--- src/hw/rtl/assert_macros.svh ---
// ---------------------------------------------------------------------------
// Assertion macros
// Concurrent assertion wrappers used by the RTL. Under SYNTHESIS they
// expand to nothing.
// ---------------------------------------------------------------------------
`ifndef ASSERT_MACROS_SVH
`define ASSERT_MACROS_SVH

`ifndef SYNTHESIS

// The condition holds at every clock edge outside reset.
`define ASSERT_ALWAYS(lbl, clk, rst_n, cond) \
    lbl: assert property (@(posedge clk) disable iff (!(rst_n)) (cond)) \
        else $error("assertion failed");

// The consequent holds in the same cycle as the antecedent.
`define ASSERT_IMPLIES(lbl, clk, rst_n, ante, cons) \
    lbl: assert property (@(posedge clk) disable iff (!(rst_n)) (ante) |-> (cons)) \
        else $error("assertion failed");

// The consequent holds in the cycle after the antecedent.
`define ASSERT_NEXT(lbl, clk, rst_n, ante, cons) \
    lbl: assert property (@(posedge clk) disable iff (!(rst_n)) (ante) |=> (cons)) \
        else $error("assertion failed");

`else

`define ASSERT_ALWAYS(lbl, clk, rst_n, cond)
`define ASSERT_IMPLIES(lbl, clk, rst_n, ante, cons)
`define ASSERT_NEXT(lbl, clk, rst_n, ante, cons)

`endif

`endif

--- src/hw/rtl/ldq_pkg.sv ---
// ---------------------------------------------------------------------------
// Linked deque package
// Request kinds, result status codes and fixed field widths.
// ---------------------------------------------------------------------------
`timescale 1ns / 1ps

package ldq_pkg;

    localparam int VALUE_W     = 32;
    localparam int KIND_W      = 3;
    localparam int STATUS_W    = 2;
    localparam int COUNT_W     = 5;
    localparam int OUT_TDATA_W = 8;

    typedef enum logic [KIND_W-1:0] {
        KIND_APPEND_BACK = 3'd0,
        KIND_ADD_FRONT   = 3'd1,
        KIND_DROP_BACK   = 3'd2,
        KIND_DROP_FRONT  = 3'd3,
        KIND_REMOVE      = 3'd4
    } t_kind;

    typedef enum logic [STATUS_W-1:0] {
        ST_OK        = 2'd0,
        ST_EMPTY     = 2'd1,
        ST_NOT_FOUND = 2'd2,
        ST_FULL      = 2'd3
    } t_status;

endpackage

--- src/hw/rtl/linked_deque_with_remove.sv ---
// ---------------------------------------------------------------------------
// Linked deque with remove by value
// Bounded doubly linked list of signed 32-bit values kept in a node memory,
// with push and pop at both ends and unlink of the first matching value.
// ---------------------------------------------------------------------------
//
//  Channel   Direction  Payload                                  Handshake
//  -------   ---------  ---------------------------------------  ----------------
//  s_axis    in         tdata: value[31:0]; tuser: kind[2:0]      tvalid & tready
//  m_axis    out        tdata: status[1:0], count[6:2], 0[7]      tvalid & tready
//
// Steps per item, from acceptance to the result register:
//   full, empty or unused request: straight to the result step.
//   append back / add front : a freed slot is first popped from the free stack
//                             when one exists, and a neighbor link is written
//                             before the new node when the list was not empty.
//   drop back / drop front  : read the end node, then unlink it.
//   remove by value         : walk from the front to the first match, then unlink
//                             it, with an extra step for an inner entry; an absent
//                             value ends the walk at the last entry. The walk reads
//                             one node per cycle through the node memory read port.
// Reset is synchronous and clears only control state; the memories need no
// clearing pass, since slots come from a fresh counter or the free stack.
// The block takes a new item while a result still waits on m_axis; it stalls
// in its final step only until the result register is free.
//
`timescale 1ns / 1ps

`include "assert_macros.svh"

module linked_deque_with_remove #(
    parameter int CAPACITY = 16
) (
    input  logic                                i_clk,
    input  logic                                i_rst_n,
    // Request channel.
    input  logic                                i_s_axis_tvalid,
    output logic                                o_s_axis_tready,
    input  logic signed [ldq_pkg::VALUE_W-1:0]  i_s_axis_tdata,  // value[31:0]
    input  logic [ldq_pkg::KIND_W-1:0]          i_s_axis_tuser,  // kind[2:0]
    // Result channel.
    output logic                                o_m_axis_tvalid,
    input  logic                                i_m_axis_tready,
    output logic [ldq_pkg::OUT_TDATA_W-1:0]     o_m_axis_tdata   // status[1:0], count[6:2]
);

    // Slot index width and entry count width.
    localparam int SW = (CAPACITY > 1) ? $clog2(CAPACITY) : 1;
    localparam int CW = $clog2(CAPACITY + 1);
    localparam logic [CW-1:0] CAP_C = CW'(CAPACITY);

    typedef struct packed {
        logic [ldq_pkg::VALUE_W-1:0] val;
        logic [SW-1:0]               nxt;
        logic [SW-1:0]               prv;
    } t_node;

    typedef enum logic [3:0] {
        S_IDLE,
        S_POP,
        S_ADD1,
        S_ADD2,
        S_READ,
        S_WALK,
        S_UNL1,
        S_UNL2,
        S_DONE
    } t_state;

    // Node memory: value plus both links, with a write enable per field.
    t_node          r_node_mem [CAPACITY];
    t_node          r_nd_rdata;
    // Free stack of released slots.
    logic [SW-1:0]  r_stk_mem [CAPACITY];
    logic [SW-1:0]  r_stk_rdata;

    // Control state.
    t_state         r_state, n_state;
    logic [SW-1:0]  r_first, n_first;
    logic [SW-1:0]  r_last, n_last;
    logic [CW-1:0]  r_count, n_count;
    logic [CW-1:0]  r_stk_cnt, n_stk_cnt;
    logic [CW-1:0]  r_fresh, n_fresh;
    logic           r_out_valid, n_out_valid;

    // Per-item working registers.
    logic [ldq_pkg::VALUE_W-1:0] r_value, n_value;
    logic                        r_front, n_front;
    logic [SW-1:0]               r_slot, n_slot;
    logic [SW-1:0]               r_nxt, n_nxt;
    logic [SW-1:0]               r_prv, n_prv;
    logic [CW-1:0]               r_idx, n_idx;
    ldq_pkg::t_status            r_status, n_status;
    ldq_pkg::t_status            r_out_status, n_out_status;
    logic [ldq_pkg::COUNT_W-1:0] r_out_count, n_out_count;

    // Memory access controls.
    logic                        nd_rd_en;
    logic [SW-1:0]               nd_rd_addr;
    logic                        nd_we_val, nd_we_nxt, nd_we_prv;
    logic [SW-1:0]               nd_wr_addr;
    logic [ldq_pkg::VALUE_W-1:0] nd_wr_val;
    logic [SW-1:0]               nd_wr_nxt, nd_wr_prv;
    logic                        stk_we, stk_re;
    logic [CW-1:0]               stk_top;
    logic [SW-1:0]               stk_rd_addr;

    logic                        in_accept;
    logic                        release_slot;
    ldq_pkg::t_kind              in_kind;

    assign o_s_axis_tready = (r_state == S_IDLE);
    assign in_accept       = i_s_axis_tvalid && o_s_axis_tready;
    assign in_kind         = ldq_pkg::t_kind'(i_s_axis_tuser);
    assign stk_top         = r_stk_cnt - 1'b1;
    assign stk_rd_addr     = stk_top[SW-1:0];

    assign o_m_axis_tvalid = r_out_valid;
    assign o_m_axis_tdata  = {1'b0, r_out_count, r_out_status};

    always_comb begin
        n_state      = r_state;
        n_first      = r_first;
        n_last       = r_last;
        n_count      = r_count;
        n_stk_cnt    = r_stk_cnt;
        n_fresh      = r_fresh;
        n_value      = r_value;
        n_front      = r_front;
        n_slot       = r_slot;
        n_nxt        = r_nxt;
        n_prv        = r_prv;
        n_idx        = r_idx;
        n_status     = r_status;
        n_out_status = r_out_status;
        n_out_count  = r_out_count;
        n_out_valid  = r_out_valid && !i_m_axis_tready;

        nd_rd_en     = 1'b0;
        nd_rd_addr   = r_first;
        nd_we_val    = 1'b0;
        nd_we_nxt    = 1'b0;
        nd_we_prv    = 1'b0;
        nd_wr_addr   = r_slot;
        nd_wr_val    = r_value;
        nd_wr_nxt    = r_slot;
        nd_wr_prv    = r_slot;
        stk_re       = 1'b0;
        release_slot = 1'b0;

        unique case (r_state)
            S_IDLE: begin
                if (in_accept) begin
                    n_value  = i_s_axis_tdata;
                    n_front  = (in_kind == ldq_pkg::KIND_ADD_FRONT) ||
                               (in_kind == ldq_pkg::KIND_DROP_FRONT);
                    n_status = ldq_pkg::ST_OK;
                    unique case (in_kind) inside
                        ldq_pkg::KIND_APPEND_BACK, ldq_pkg::KIND_ADD_FRONT: begin
                            if (r_count == CAP_C) begin
                                n_status = ldq_pkg::ST_FULL;
                                n_state  = S_DONE;
                            end else if (r_stk_cnt != '0) begin
                                stk_re  = 1'b1;
                                n_state = S_POP;
                            end else begin
                                n_slot  = r_fresh[SW-1:0];
                                n_fresh = r_fresh + 1'b1;
                                n_state = S_ADD1;
                            end
                        end
                        ldq_pkg::KIND_DROP_BACK, ldq_pkg::KIND_DROP_FRONT: begin
                            if (r_count == '0) begin
                                n_status = ldq_pkg::ST_EMPTY;
                                n_state  = S_DONE;
                            end else begin
                                n_slot     = n_front ? r_first : r_last;
                                nd_rd_en   = 1'b1;
                                nd_rd_addr = n_slot;
                                n_state    = S_READ;
                            end
                        end
                        ldq_pkg::KIND_REMOVE: begin
                            if (r_count == '0) begin
                                n_status = ldq_pkg::ST_EMPTY;
                                n_state  = S_DONE;
                            end else begin
                                n_slot     = r_first;
                                n_idx      = '0;
                                nd_rd_en   = 1'b1;
                                nd_rd_addr = r_first;
                                n_state    = S_WALK;
                            end
                        end
                        default: begin
                            // Unused kinds change nothing and report ok.
                            n_state = S_DONE;
                        end
                    endcase
                end
            end

            S_POP: begin
                n_slot    = r_stk_rdata;
                n_stk_cnt = r_stk_cnt - 1'b1;
                n_state   = S_ADD1;
            end

            S_ADD1: begin
                if (r_count == '0) begin
                    // First entry links to itself at both ends.
                    nd_we_val  = 1'b1;
                    nd_we_nxt  = 1'b1;
                    nd_we_prv  = 1'b1;
                    nd_wr_addr = r_slot;
                    n_first    = r_slot;
                    n_last     = r_slot;
                    n_count    = r_count + 1'b1;
                    n_state    = S_DONE;
                end else if (r_front) begin
                    nd_we_prv  = 1'b1;
                    nd_wr_addr = r_first;
                    nd_wr_prv  = r_slot;
                    n_state    = S_ADD2;
                end else begin
                    nd_we_nxt  = 1'b1;
                    nd_wr_addr = r_last;
                    nd_wr_nxt  = r_slot;
                    n_state    = S_ADD2;
                end
            end

            S_ADD2: begin
                nd_we_val  = 1'b1;
                nd_we_nxt  = 1'b1;
                nd_we_prv  = 1'b1;
                nd_wr_addr = r_slot;
                nd_wr_nxt  = r_front ? r_first : r_slot;
                nd_wr_prv  = r_front ? r_slot : r_last;
                if (r_front) begin
                    n_first = r_slot;
                end else begin
                    n_last = r_slot;
                end
                n_count = r_count + 1'b1;
                n_state = S_DONE;
            end

            S_READ: begin
                n_nxt   = r_nd_rdata.nxt;
                n_prv   = r_nd_rdata.prv;
                n_state = S_UNL1;
            end

            S_WALK: begin
                if (r_nd_rdata.val == r_value) begin
                    n_nxt   = r_nd_rdata.nxt;
                    n_prv   = r_nd_rdata.prv;
                    n_state = S_UNL1;
                end else if (CW'(r_idx + 1'b1) == r_count) begin
                    n_status = ldq_pkg::ST_NOT_FOUND;
                    n_state  = S_DONE;
                end else begin
                    n_idx      = r_idx + 1'b1;
                    n_slot     = r_nd_rdata.nxt;
                    nd_rd_en   = 1'b1;
                    nd_rd_addr = r_nd_rdata.nxt;
                end
            end

            S_UNL1: begin
                release_slot = 1'b1;
                n_state      = S_DONE;
                if (r_count == CW'(1)) begin
                    n_first = '0;
                    n_last  = '0;
                end else if (r_slot == r_first) begin
                    // New head points back to itself.
                    nd_we_prv  = 1'b1;
                    nd_wr_addr = r_nxt;
                    nd_wr_prv  = r_nxt;
                    n_first    = r_nxt;
                end else if (r_slot == r_last) begin
                    nd_we_nxt  = 1'b1;
                    nd_wr_addr = r_prv;
                    nd_wr_nxt  = r_prv;
                    n_last     = r_prv;
                end else begin
                    // Inner entry: bridge the predecessor now, the successor next.
                    release_slot = 1'b0;
                    nd_we_nxt    = 1'b1;
                    nd_wr_addr   = r_prv;
                    nd_wr_nxt    = r_nxt;
                    n_state      = S_UNL2;
                end
            end

            S_UNL2: begin
                nd_we_prv    = 1'b1;
                nd_wr_addr   = r_nxt;
                nd_wr_prv    = r_prv;
                release_slot = 1'b1;
                n_state      = S_DONE;
            end

            S_DONE: begin
                if (!r_out_valid || i_m_axis_tready) begin
                    n_out_valid  = 1'b1;
                    n_out_status = r_status;
                    n_out_count  = ldq_pkg::COUNT_W'(r_count);
                    n_state      = S_IDLE;
                end
            end

            default: begin
                n_state = S_IDLE;
            end
        endcase

        // A released slot goes onto the free stack and the count drops.
        stk_we = release_slot;
        if (release_slot) begin
            n_stk_cnt = r_stk_cnt + 1'b1;
            n_count   = r_count - 1'b1;
        end
    end

    // Node memory, one read and one write port, registered read data.
    always_ff @(posedge i_clk) begin
        if (nd_we_val) begin
            r_node_mem[nd_wr_addr].val <= nd_wr_val;
        end
        if (nd_we_nxt) begin
            r_node_mem[nd_wr_addr].nxt <= nd_wr_nxt;
        end
        if (nd_we_prv) begin
            r_node_mem[nd_wr_addr].prv <= nd_wr_prv;
        end
        if (nd_rd_en) begin
            r_nd_rdata <= r_node_mem[nd_rd_addr];
        end
    end

    // Free stack memory. A push never shares a cycle with a pop.
    always_ff @(posedge i_clk) begin
        if (stk_we) begin
            r_stk_mem[r_stk_cnt[SW-1:0]] <= r_slot;
        end
        if (stk_re) begin
            r_stk_rdata <= r_stk_mem[stk_rd_addr];
        end
    end

    // State and registered outputs.
    always_ff @(posedge i_clk) begin
        if (!i_rst_n) begin
            r_state     <= S_IDLE;
            r_first     <= '0;
            r_last      <= '0;
            r_count     <= '0;
            r_stk_cnt   <= '0;
            r_fresh     <= '0;
            r_out_valid <= 1'b0;
        end else begin
            r_state     <= n_state;
            r_first     <= n_first;
            r_last      <= n_last;
            r_count     <= n_count;
            r_stk_cnt   <= n_stk_cnt;
            r_fresh     <= n_fresh;
            r_out_valid <= n_out_valid;
        end
        r_value      <= n_value;
        r_front      <= n_front;
        r_slot       <= n_slot;
        r_nxt        <= n_nxt;
        r_prv        <= n_prv;
        r_idx        <= n_idx;
        r_status     <= n_status;
        r_out_status <= n_out_status;
        r_out_count  <= n_out_count;
    end

    // Every slot is either live, on the free stack, or not yet handed out.
    `ASSERT_IMPLIES(a_slot_accounting, i_clk, i_rst_n, r_state == S_IDLE, (CW+1)'(r_count) + (CW+1)'(r_stk_cnt) == (CW+1)'(r_fresh))
    // The entry count never goes past the capacity.
    `ASSERT_ALWAYS(a_count_bound, i_clk, i_rst_n, r_count <= CAP_C)
    // Every accepted item leaves the idle state in the following cycle.
    `ASSERT_NEXT(a_accept_busy, i_clk, i_rst_n, in_accept, r_state != S_IDLE)
    // A full status is reported only with a full list.
    `ASSERT_IMPLIES(a_full_status, i_clk, i_rst_n, r_state == S_DONE && r_status == ldq_pkg::ST_FULL, r_count == CAP_C)

endmodule
--- config.mk ---
export PLATFORM = sky130hd
export DESIGN_NAME = linked_deque_with_remove
export DESIGN_NICKNAME = d
export VERILOG_FILES = /design/src/hw/rtl/ldq_pkg.sv /design/src/hw/rtl/linked_deque_with_remove.sv
export VERILOG_INCLUDE_DIRS = /design/src /design/src/hw/rtl
export SDC_FILE = /design/constraint.sdc
export NUM_CORES = 1
export LEC_CHECK = 0
export BUFFER_PORTS_ARGS = -buffer_cell sky130_fd_sc_hd__buf_2
export CORE_MARGIN = 2
export CORE_UTILIZATION = 50
export CTS_CLUSTER_DIAMETER = 80
export DETAILED_ROUTE_END_ITERATION = 16
export PLACE_DENSITY = 0.76
export SLEW_MARGIN = 20
export SYNTH_ARGS = -nofsm -noshare
export SYNTH_HDL_FRONTEND = slang
export SYNTH_SLANG_ARGS = --single-unit
--- constraint.sdc ---
create_clock -name i_clk -period 6.62 [get_ports i_clk]
set_input_delay 0.331 -clock i_clk [delete_from_list [all_inputs] [get_ports i_clk]]
set_output_delay 0.331 -clock i_clk [all_outputs]
set_load 0.02 [all_outputs]
==> run summary <==
The biggest area contributor in the post-synthesis netlist is sky130_fd_sc_hd__edfxtp_1. The largest buffer count on any clock path is 3. The die covers 70800 µm². For this run, global-route usage on met2 was measured as 0.375.

The clock-pin slew reported for the worst setup and hold paths after clock tree synthesis is 0.06 ns. The mean number of vias per cell came out at roughly 6.4. The height of the die is between 200 and 300 µm. The maximum number of pins on one net before global-route repair came out at 96.

The floorplan has between 90 and 100 rows. The worst setup path is captured at a flop. The number of nets in the layout is 2330. For this design the static power due to leakage is ~13 nW. The synthesized design contains 807 enable-type register cells. The final setup violation count is 0.

The signal on the critical path passes through xnor2_1 -> nand4_1 -> nor4_1 -> a21o_1 -> o21ai_0 -> o21ai_4 -> buf_4 -> buf_4 -> or3_1 -> o22ai_1 -> or4_1. Synthesis inferred about 830 register bits. The share of the synthesized area in the top cell type came out at 0.705. The cell occurring most often along the worst timing path is sky130_fd_sc_hd__buf_4. For this run, asynchronously set or reset flops after synthesis account for 0. The die extent in x came out at about 270 µm. The buffer and inverter count on the worst path came out at 2. The average detailed-routed wire length per instance is 26.0 µm. In the post-synthesis netlist, the biggest area contributors are sky130_fd_sc_hd__edfxtp_1, sky130_fd_sc_hd__mux2i_1, sky130_fd_sc_hd__o22ai_1.

Once detail routing completed, the nets flagged for antenna violations numbered 0. Once detailed placement completed, the half-perimeter wirelength came to 47.4 mm. Once the clock tree was built, the resizer swapped 0 gates to a different size. The path class of the tightest hold or removal check is in2reg. The largest stage delay on the critical path came out at 0.96 ns. The global-route usage over all layers came out at 0.235. For this design the total switching power over the nets is around 2.7 mW. The number of buffers inserted during clock tree synthesis came out at 82. The critical path is of the reg2reg type. The max-cap check violation count came out at 0.

TritonCTS built the clock tree. The worst path in the final design needs a cycle of about 5.8 ns, including I/O delays and setup. The first global-routing pass estimated ~120 mm of wire. The first-pass iteration count of the detailed router came out at 6.

The power density over cell area is between 200 and 300 nW/µm². The global routing met1 resource utilization is 0.318. The total vias in the final route came out at roughly 21000. The number of placed I/O pins came out at around 50. After global routing, the most crowded layer is met2. The worst ir drop on vdd came out at 260 µV. The switching power as a share of total power came out at 0.231.

After global routing the overflow that remains totals 0. The number of antenna violations at the first check in global routing came to 0. The maximum operating frequency is ~0.17 GHz.

The synthesized area per cell came out at approximately 16 µm². The count of non-filler cells in the finished layout is roughly 3200. After detailed routing, the total wire length is 83.8 mm. Setup total negative slack on the finished layout was measured at 0 ns. During placement, the flow inserted port buffers numbering 47. The number of sinks driven by the clock tree came out at 834. Clock tree synthesis selected as its root buffer the cell sky130_fd_sc_hd__clkbuf_16.

The internal power summed over all cells is about 9 mW. In the finished design, the share of the clock period the worst path needs comes to 0.874. For the pin with the worst max-slew slack, the measured transition is between 1 and 1.5 ns. The core utilization of the finished layout is 0.566. The commonest non-fill, non-tap cell in the layout is sky130_fd_sc_hd__edfxtp_1. The layout overhead on the synthesized area came out at 12.6%. The largest clock skew in the final design came out at 0.0634 ns. The worst setup path is launched from a flop. The met3 usage is 0.0520. Data on the critical path is required at its endpoint by roughly 7 ns. At the end of routability-driven placement, the weighted congestion stood at 0.964. The number of remaining DRC errors is 0. The number of hold violations in the final report was 0. The cell count after placement is approximately 3000. In this design, the largest share of critical-path delay is due to simple AND/OR/NAND/NOR gates. The run finished with clean final reports.

The number of slew-limit violations in the final report was 0. The worst slew margin relative to its limit came out at 0.227. After synthesis, the netlist uses 72 different library cells. Of the synthesized area, sequential elements account for 0.721.

The Yosys step of the flow raised 0 warnings. The number of global-route vias before repair is 20200. The count of H-tree levels built during CTS is 3.

In this run the cell area of the synthesized design comes to 34400 µm². The slowest stage of the critical path belongs to the cell sky130_fd_sc_hd__nor4_1. The synthesized net count came out at around 2300. In the final layout, the share of cells above drive strength 1 is 0.131. Setup repair after global routing left no endpoint under its margin. The top cell types in the final layout, fill and taps aside, are sky130_fd_sc_hd__edfxtp_1, sky130_fd_sc_hd__mux2i_1, sky130_fd_sc_hd__o21ai_0, sky130_fd_sc_hd__nor2_1, sky130_fd_sc_hd__nand3_1. Synthesis produced a netlist whose cell count is ~2200. The share of total power dissipated in sequential elements is 0.537.

The latest clock arrival within the worst-skew pair is about 0.66 ns. Of the total power, the clock network draws 0.391. The largest fanout on the critical path is 17. The first routing iteration left between 2000 and 3000 violations. Of the total power, combinational logic draws 0.072.

The placeable core region came out at slightly below 70000 µm². The dominant register cell in the synthesized netlist is sky130_fd_sc_hd__edfxtp_1. The worst endpoint data arrival time came out at 6.12 ns.

The starting utilization of the core area is 0.503. The number of antenna diodes came out at 0.
==> timing repair <==
action	in CTS	in global routing
buffers inserted	0	0
hold buffers	32	0
endpoints found under the hold margin	32	0
==> state kept, by name, summed over array words and instances (netlist names), 5 cells and up <==
register and count:
nd_wr_val 32, r_count 5, r_idx 5, r_nd_rdata 40, r_node_mem 640, r_out_count 5
r_stk_cnt 5, r_stk_mem 64
==> layout make-up <==
class,count,area (µm²)
fillers,5067,29700
flip-flops and latches,834,24800
multi-input cells,1213,9110
clock buffers,102,2170
well taps,882,1100
repair buffers,138,1040
clock inverters,46,433
inverters,11,41.3
==> kinds of logic after synthesis <==
group,share of synthesized area
compound gates,0.0856
fa+ha+maj,0.00401
simple gates,0.0630
flops,0.721
mux,0.0891
other cells,0.000109
xor+xnor,0.0164
buf+inv,0.0206
==> power by group through the flow <==
| stage | registers, mW | clock network (mW) | logic, mW |
|---|---|---|---|
| final | 6.17 | 4.50 | 0.827 |
| after global routing | 6.18 | 4.75 | 0.879 |
| after floorplan | 6.22 | 0 | 0.524 |
| after detailed placement | 6.28 | 0 | 0.789 |
| after CTS | 6.17 | 4.55 | 0.805 |
| after global placement | 6.26 | 0 | 0.765 |
==> worst register-to-register path: stages (launching register included) <==
cell                       delay [ns]
sky130_fd_sc_hd__edfxtp_1        0.59
sky130_fd_sc_hd__xnor2_1         0.43
sky130_fd_sc_hd__nand4_1         0.21
sky130_fd_sc_hd__nor4_1          0.96
sky130_fd_sc_hd__a21o_1          0.42
sky130_fd_sc_hd__o21ai_0         0.30
sky130_fd_sc_hd__o21ai_4         0.64
sky130_fd_sc_hd__buf_4           0.37
sky130_fd_sc_hd__buf_4           0.26
sky130_fd_sc_hd__or3_1           0.55
sky130_fd_sc_hd__o22ai_1         0.20
sky130_fd_sc_hd__or4_1           0.56
==> synth_stat cells, drive strengths merged, types with 4 or more instances <==
cell     count
edfxtp     807
buf         44
xor2        12
mux4        20
or3          6
or3b        30
nand2b      16
nand4       10
mux2        31
nor3        16
and2         6
nor2b       11
a21oi       44
nand2       56
a2111oi     61
inv         10
clkbuf     111
nand3      108
a221o        4
nor4         4
and3         6
a31oi        6
a22oi       11
or2          4
o21ai      122
xnor2       47
or4         11
mux2i      222
a211oi      76
nor2       127
ha          11
dfxtp       27
o22ai      102
==> final timing paths <==
check                                      from              end  slack [ns]  cells past startpoint
worst max-delay path              nd_wr_val[10]    r_nd_rdata[1]        0.84                     11
worst min-delay path            i_m_axis_tready  o_m_axis_tvalid        0.06                      4
worst max register to register    nd_wr_val[10]    r_nd_rdata[1]        0.84                     11
worst min register to register    r_nd_rdata[2]         r_prv[2]        0.43                      0
==> per-layer routing <==
| layer | wire length (µm) | vias up | share of wire |
|---|---|---|---|
| met5 | 0 | - | 0 |
| met4 | 2840 | 0 | 0.034 |
| met3 | 8700 | 221 | 0.10 |
| met2 | 39700 | 1279 | 0.47 |
| met1 | 32600 | 10300 | 0.39 |
| li1 | - | 8902 | - |
==> stage by stage <==
step           total power [mW]  hold WS (ns)  instance area (µm²)  setup slack, ns
2_1_floorplan              6.74         0.400                34400             1.76
3_3_place_gp               7.03         0.402                35700             1.37
3_5_place_dp               7.07         0.417                35700             1.17
4_1_cts                    11.5        0.0274                38600             1.10
5_1_grt                    11.8        0.0895                38700            0.755
6_report                   11.5        0.0642                38700            0.835
Power figures use the tool's default switching activity.
